`src/hw/rtl/spmdq_pkg.sv`:
```
`timescale 1ns / 1ps
// ----------------------------------------------------------------------------
// spmdq_pkg: shared definitions for the shared-pool multi-deque unit
// Sizes, operation and status codes, and the command and status bundles
// that join the controller to the datapath.
// ----------------------------------------------------------------------------
package spmdq_pkg;

  localparam int QUEUES  = 256;
  localparam int NODES   = 4096;
  localparam int QUEUE_W = $clog2(QUEUES);
  localparam int NODE_AW = $clog2(NODES);
  // A pointer also has to hold the null marker, which equals NODES.
  localparam int PTR_W   = $clog2(NODES + 1);
  localparam int VALUE_W = 32;

  localparam logic [PTR_W-1:0] NIL = PTR_W'(NODES);

  typedef enum logic [1:0] {
    MODE_PUSH_FRONT = 2'd0,
    MODE_POP_FRONT  = 2'd1,
    MODE_PUSH_BACK  = 2'd2,
    MODE_POP_BACK   = 2'd3
  } mode_t;

  typedef enum logic [1:0] {
    STATUS_OK    = 2'd0,
    STATUS_EMPTY = 2'd1,
    STATUS_FULL  = 2'd2
  } status_t;

  typedef enum logic [1:0] {
    S_IDLE,
    S_PTR,
    S_NODE,
    S_LINK
  } state_t;

  typedef struct packed {
    logic [PTR_W-1:0] front;
    logic [PTR_W-1:0] back;
  } ptr_pair_t;

  // Controller to datapath.
  typedef struct packed {
    logic    load;     // take the request and read the end pointers
    logic    push_do;  // write the new node and the end pointers
    logic    node_rd;  // read the end node of the deque
    logic    pop_do;   // unlink the end node and update the pointers
    logic    link_do;  // link the old end node to the new node
    logic    emit;     // load the result register
    status_t status;
  } ctrl_cmd_t;

  // Datapath to controller.
  typedef struct packed {
    logic is_push;
    logic pool_full;
    logic end_empty;
    logic link_needed;
    logic out_busy;
  } dp_stat_t;

endpackage

```
`src/hw/rtl/spmdq_ctrl.sv`:
```
`timescale 1ns / 1ps
// ----------------------------------------------------------------------------
// spmdq_ctrl: request sequencer
// Steps each request through pointer read, node access and link update.
// ----------------------------------------------------------------------------
module spmdq_ctrl import spmdq_pkg::*; (
  input  logic      clk,
  input  logic      rst,
  input  logic      in_valid,
  output logic      in_ready,
  input  dp_stat_t  stat,
  output ctrl_cmd_t cmd
);

  state_t state;
  state_t state_next;

  always_ff @(posedge clk) begin
    if (rst) begin
      state <= S_IDLE;
    end else begin
      state <= state_next;
    end
  end

  always_comb begin
    state_next = state;
    cmd        = '0;
    cmd.status = STATUS_OK;
    in_ready   = 1'b0;
    unique case (state)
      S_IDLE: begin
        in_ready = 1'b1;
        if (in_valid) begin
          cmd.load   = 1'b1;
          state_next = S_PTR;
        end
      end
      S_PTR: begin
        // Hold here until the result register is free.
        if (!stat.out_busy) begin
          if (stat.is_push) begin
            if (stat.pool_full) begin
              cmd.emit   = 1'b1;
              cmd.status = STATUS_FULL;
              state_next = S_IDLE;
            end else begin
              cmd.push_do = 1'b1;
              if (stat.link_needed) begin
                state_next = S_LINK;
              end else begin
                cmd.emit   = 1'b1;
                state_next = S_IDLE;
              end
            end
          end else if (stat.end_empty) begin
            cmd.emit   = 1'b1;
            cmd.status = STATUS_EMPTY;
            state_next = S_IDLE;
          end else begin
            cmd.node_rd = 1'b1;
            state_next  = S_NODE;
          end
        end
      end
      S_NODE: begin
        cmd.pop_do = 1'b1;
        cmd.emit   = 1'b1;
        state_next = S_IDLE;
      end
      S_LINK: begin
        cmd.link_do = 1'b1;
        cmd.emit    = 1'b1;
        state_next  = S_IDLE;
      end
      default: begin
        state_next = S_IDLE;
      end
    endcase
  end

endmodule

```
`config.mk`:
```
export PLATFORM = sky130hd
export DESIGN_NAME = spmdq_ctrl
export DESIGN_NICKNAME = d
export VERILOG_FILES = /design/src/hw/rtl/spmdq_pkg.sv /design/src/hw/rtl/spmdq_ctrl.sv
export SDC_FILE = /design/constraint.sdc
export NUM_CORES = 1
export LEC_CHECK = 0
export BUFFER_PORTS_ARGS = -buffer_cell sky130_fd_sc_hd__clkbuf_2
export CORE_AREA = 2 2 39 41
export CTS_CLUSTER_SIZE = 10
export DETAILED_ROUTE_END_ITERATION = 12
export DIE_AREA = 0 0 41 43
export GPL_TIMING_DRIVEN = 0
export RECOVER_POWER = 50
export SLEW_MARGIN = 20
export SYNTH_ARGS = -nofsm -noshare
export SYNTH_HDL_FRONTEND = slang
export SYNTH_SLANG_ARGS = --single-unit
```
`constraint.sdc`:
```
create_clock -name clk -period 3.1 [get_ports clk]
set_clock_uncertainty 0.1 [all_clocks]
set_input_delay 0.155 -clock clk [delete_from_list [all_inputs] [get_ports clk]]
set_output_delay 0.155 -clock clk [all_outputs]
set_load 0.01 [all_outputs]
```
==> summary.txt, run 1 <==
Finish
  – Final Non-Filler Cells: 54
  – P&R area growth vs syn: 68.6%
  – Max reg flops: 2
  – Top flop regs: state (2)
  – Final net count: 48
  – Most flops, register: state
  – Layout cells sized above 1: 0.605
  – Most common cell after layout, fill and taps aside: clkbuf_2
  – Commonest cells after routing, fill and taps aside: 14 x clkbuf_2, 4 x nor2_1, 3 x clkbuf_4
  – Diode count: 0

Clock network
  – Post-CTS Repair Setup Buffers: 0
  – Htree depth: 1
  – # clock sinks: 2
  – Root buffer cell: clkbuf_4
  – CTS tree: done
  – Post-cts sizing count: 0
  – CTS max path bufs: 2
  – Hold_buf cts: 0
  – Clock-pin slew on the worst setup and hold paths: 0.03 ns
  – Clock latency on the worst-skew pair: 0.22 ns
  – Inserted Clock Buffers: 3

Logic synthesis
  – Synthesized Nets: 27
  – Synth Warn #: 0
  – Cell variety after synth: 13
  – Synth Register Bits: 2
  – Sequential-to-total area share from yosys stat: 0.234
  – Mapped Area: 171 µm²
  – Post-Syn Instances: 19
  – Syn Area/Cell: 9.02 µm²

Global routing
  – GRT overflow: 0
  – First-pass GRT wire length: 607 µm
  – Initial antenna violation count: 0
  – Overall routing resource usage: 0.0601
  – Largest net degree at the start of global routing: 7
  – Vias in the first global route: 154

Routing
  – Via count: 197
  – DRC viols: 0
  – DR pass1 iterations: 2
  – Post-DRT Antenna Nets: 0
  – Vias per std cell: 3.65
  – First DRT Iteration DRCs: 1
  – DRT Wirelength: 453 µm
  – Routed WL per cell: 8.39 µm

Floorplanning
  – CORE AREA: 1380 µm²
  – Row count: 14
  – Die area: 1760 µm²
  – Initial Utilization: 0.124
  – Die Ht: 43 µm
  – Die width: 41 µm
  – Top-Level Pins: 17

Pwr
  – Worst IR Drop VDD: 0.000104 V
  – Leak: 0.000132 µW
  – Pwr Density: 380 nW/µm²

Timing
  – Worst-Margin Slew: 0.236 ns
  – Final setup viols: 0
  – Final Max Tran Viols: 0
  – Fin crit period: 1.68 ns
  – RSZ-0062 raised after global routing: false
  – Final WS setup: 1.42 ns
  – Headroom to the max-slew limit: 0.842
  – Max Fclk: 595 MHz
  – Hold Vio Cnt, Final: 0
  – TNS Setup: 0 ns
  – Final Cycle Share: 0.542

Placement
  – Dpl hpwl: 370 µm
  – Pre-CTS setup slack: 1.71 ns
  – Placed Cells: 51
  – Final Wtd Congestion: 0.568
  – Port Buffers: 16

Status
  – Status: finished, final reports clean

Setup path
  – Crit path kind: reg -> out
  – Endpoint class of the critical path: output pin
  – Worst Setup Start Kind: register
  – Critical-path maximum fanout: 6
  – Arr. time, crit path: 1.43 ns
  – Worst EP required: 2.84 ns

Flow run
  – Total of max-cap violations: 0

Min path
  – Hold Path Class: in -> reg
[synthesized netlist by cell type]
master | count | area share
a31o_2 | 1 | 0.051
a211oi_2 | 1 | 0.073
nor2_1 | 4 | 0.088
and2b_1 | 1 | 0.044
or3b_4 | 1 | 0.066
a2111oi_2 | 1 | 0.088
or2_2 | 1 | 0.037
nand2_1 | 1 | 0.022
nor2b_1 | 1 | 0.037
and2_1 | 2 | 0.073
dfxtp_1 | 2 | 0.23
nor3b_2 | 2 | 0.15
nand3b_1 | 1 | 0.044
[metrics by stage]
step | cell area [µm²] | utilization | hold slack [ns] | total power [µW]
after floorplan | 171 | - | 0.128 | 42.7
after global placement | 272 | 0.196 | 0.270 | 54.0
after detailed placement | 272 | 0.196 | 0.274 | 54.4
after CTS | 294 | 0.212 | 0.0320 | 115
after global routing | 289 | 0.209 | 0.0347 | 118
final | 289 | 0.209 | 0.0378 | 110
[layout make-up]
type	instances	area, µm²
clock buffers	3	22.5
flip-flops and latches	2	40.0
well taps	16	20.0
fillers	164	1090
multi-input cells	17	129
repair buffers	16	77.6
[power by group]
group / internal [µW] / total, µW / switching (µW)
Combinational: 11.8 / 23.6 / 11.8
Sequential: 27.3 / 28.9 / 1.62
Clock: 42.7 / 57.3 / 14.6
[path summary, 6_finish.rpt]
path	cells past startpoint	slack, ns	end	start
min reg2reg	1	0.41	state[0]	state[1]
max reg2reg	2	1.89	state[1]	state[0]
max	3	1.42	cmd[6]	state[0]
min	2	0.04	state[0]	rst
[worst max-delay path, stage by stage (launching register included)]
cell and delay, ns:
dfxtp_1 0.37, or3b_1 0.48, nor3b_2 0.20, clkbuf_2 0.15
[cells by family after synthesis]
kind of cell | after synthesis | share of synthesized area
flops | 2 | 0.234
simple gates | 14 | 0.555
compound gates | 3 | 0.212
[routing by layer]
metal / part of all wire / GRT usage
met1: 0.48 / 0.0637
met5: 0 / 0
met3: 0.10 / 0.0471
met4: 0 / 0.0800
met2: 0.41 / 0.0594
Power figures use the tool's default switching activity.
==> run 2: changes to the inputs <==
- clock period: 3.1 -> 1.7 ns (I/O delays scaled with it)
==> run 2 against run 1 <==
Net effect:
- first-iteration DRC count did not move
- global-route usage rose by 0.20 points
- non-clock buffer count rose by 1
- sequential cell count did not move
- die area did not move
- routed wire length rose by 3.3%
- worst hold slack improved by 0.040 ns
- clock power rose by 83%
- largest power group unchanged
==> summary.txt, run 2 (synthesized netlist as in run 1, its figures left out) <==
Status
  – Status: finished, final reports clean

Global routing
  – First-pass GRT wire length: 634 µm
  – Overall routing resource usage: 0.0621
  – Vias in the first global route: 164
  – GRT overflow: 0
  – Largest net degree at the start of global routing: 7
  – Initial antenna violation count: 0

Clock network
  – Hold_buf cts: 1
  – Root buffer cell: clkbuf_4
  – CTS max path bufs: 2
  – # clock sinks: 2
  – Post-CTS Repair Setup Buffers: 0
  – Post-cts sizing count: 0
  – Clock latency on the worst-skew pair: 0.22 ns
  – CTS tree: done
  – Inserted Clock Buffers: 3
  – Clock-pin slew on the worst setup and hold paths: 0.03 ns
  – Htree depth: 1

Floorplanning
  – CORE AREA: 1380 µm²
  – Row count: 14
  – Die Ht: 43 µm
  – Die width: 41 µm
  – Top-Level Pins: 17
  – Die area: 1760 µm²
  – Initial Utilization: 0.124

Timing
  – Hold Vio Cnt, Final: 0
  – Max Fclk: 643 MHz
  – Final setup viols: 0
  – RSZ-0062 raised after global routing: false
  – Fin crit period: 1.55 ns
  – TNS Setup: 0 ns
  – Final Max Tran Viols: 0
  – Worst-Margin Slew: 0.236 ns
  – Headroom to the max-slew limit: 0.842
  – Final Cycle Share: 0.914

Finish
  – Most common cell after layout, fill and taps aside: clkbuf_2
  – P&R area growth vs syn: 75.2%
  – Fillers: 162
  – Diode count: 0
  – Post-route cell area: 300 µm²
  – Top flop regs: state (2)
  – Final net count: 49
  – Most flops, register: state
  – Layout cells sized above 1: 0.590
  – Max reg flops: 2
  – Commonest cells after routing, fill and taps aside: 13 x clkbuf_2, 4 x nor2_1, 3 x clkbuf_4, 3 x clkbuf_1

Pwr
  – Pwr Density: 678 nW/µm²
  – Leak: 0.000135 µW
  – Worst IR Drop VDD: 0.000189 V

Min path
  – Hold Path Class: in -> reg

Routing
  – Routed WL per cell: 8.51 µm
  – Post-DRT Antenna Nets: 0
  – DRT Wirelength: 468 µm
  – DR pass1 iterations: 2
  – DRC viols: 0
  – Vias per std cell: 3.65
  – First DRT Iteration DRCs: 1
  – Via count: 201

Placement
  – Area after DPL: 272 µm²
  – Dpl hpwl: 370 µm
  – Port Buffers: 16
  – Final Wtd Congestion: 0.568

Setup path
  – Arr. time, crit path: 1.37 ns
  – Worst EP required: 1.51 ns
  – Critical-path maximum fanout: 6
  – Crit path kind: reg -> out
  – Worst Setup Start Kind: register
  – Endpoint class of the critical path: output pin

Flow run
  – Total of max-cap violations: 0
run 2: cell count changes in the layout (fill, tap and decap cells not counted), sizes merged:
cell / delta
dlygate4sd3: +1
run 2: power by group:
part	switching [µW]	internal (µW)	total [µW]
registers	3.00	49.8	52.8
logic	22.1	23.9	46.0
clock network	26.9	77.9	105
total	52.0	152	204
run 2: layer usage:
| metal | part of all wire | GRT usage | up-vias |
|---|---|---|---|
| li1 | - | - | 110 |
| met1 | 0.48 | 0.0637 | 79 |
| met2 | 0.43 | 0.0656 | 12 |
| met3 | 0.094 | 0.0471 | 0 |
| met4 | 0 | 0.0800 | 0 |
| met5 | 0 | 0 | - |
run 2: cell type report:
| class | count | area [µm²] | share of cell area |
|---|---|---|---|
| clock buffer | 3 | 22.5 | 0.0750 |
| multi-input combinational | 17 | 131 | 0.438 |
| sequential | 2 | 40.0 | 0.133 |
| tap | 16 | 20.0 | 0.0667 |
| timing repair buffer | 17 | 86.3 | 0.288 |
run 2: through the flow:
step / worst slack [ns] / total power (µW) / cells / hold slack (ns) / util
finish: 0.146 / 204 / 55 / 0.0782 / 0.217
global route: 0.0905 / 217 / 55 / 0.101 / 0.217
CTS: 0.131 / 212 / 55 / 0.0721 / 0.220
detailed placement: 0.378 / 99.2 / 51 / 0.204 / 0.196
global placement: 0.388 / 98.4 / 51 / 0.200 / 0.196
floorplan: 0.491 / 77.9 / 19 / 0.0580 / -
run 2: worst max-delay path: stages (launching register included):
cell,delay (ns)
dfxtp_1,0.37
or3b_4,0.44
nor3b_2,0.18
clkbuf_2,0.14
run 2: worst paths after layout:
path	startpoint	to	slack, ns	cells after the start
max	state[0]	cmd[6]	0.15	3
min	stat[2]	state[1]	0.08	3
max reg2reg	state[0]	state[1]	0.55	2
min reg2reg	state[1]	state[0]	0.42	1
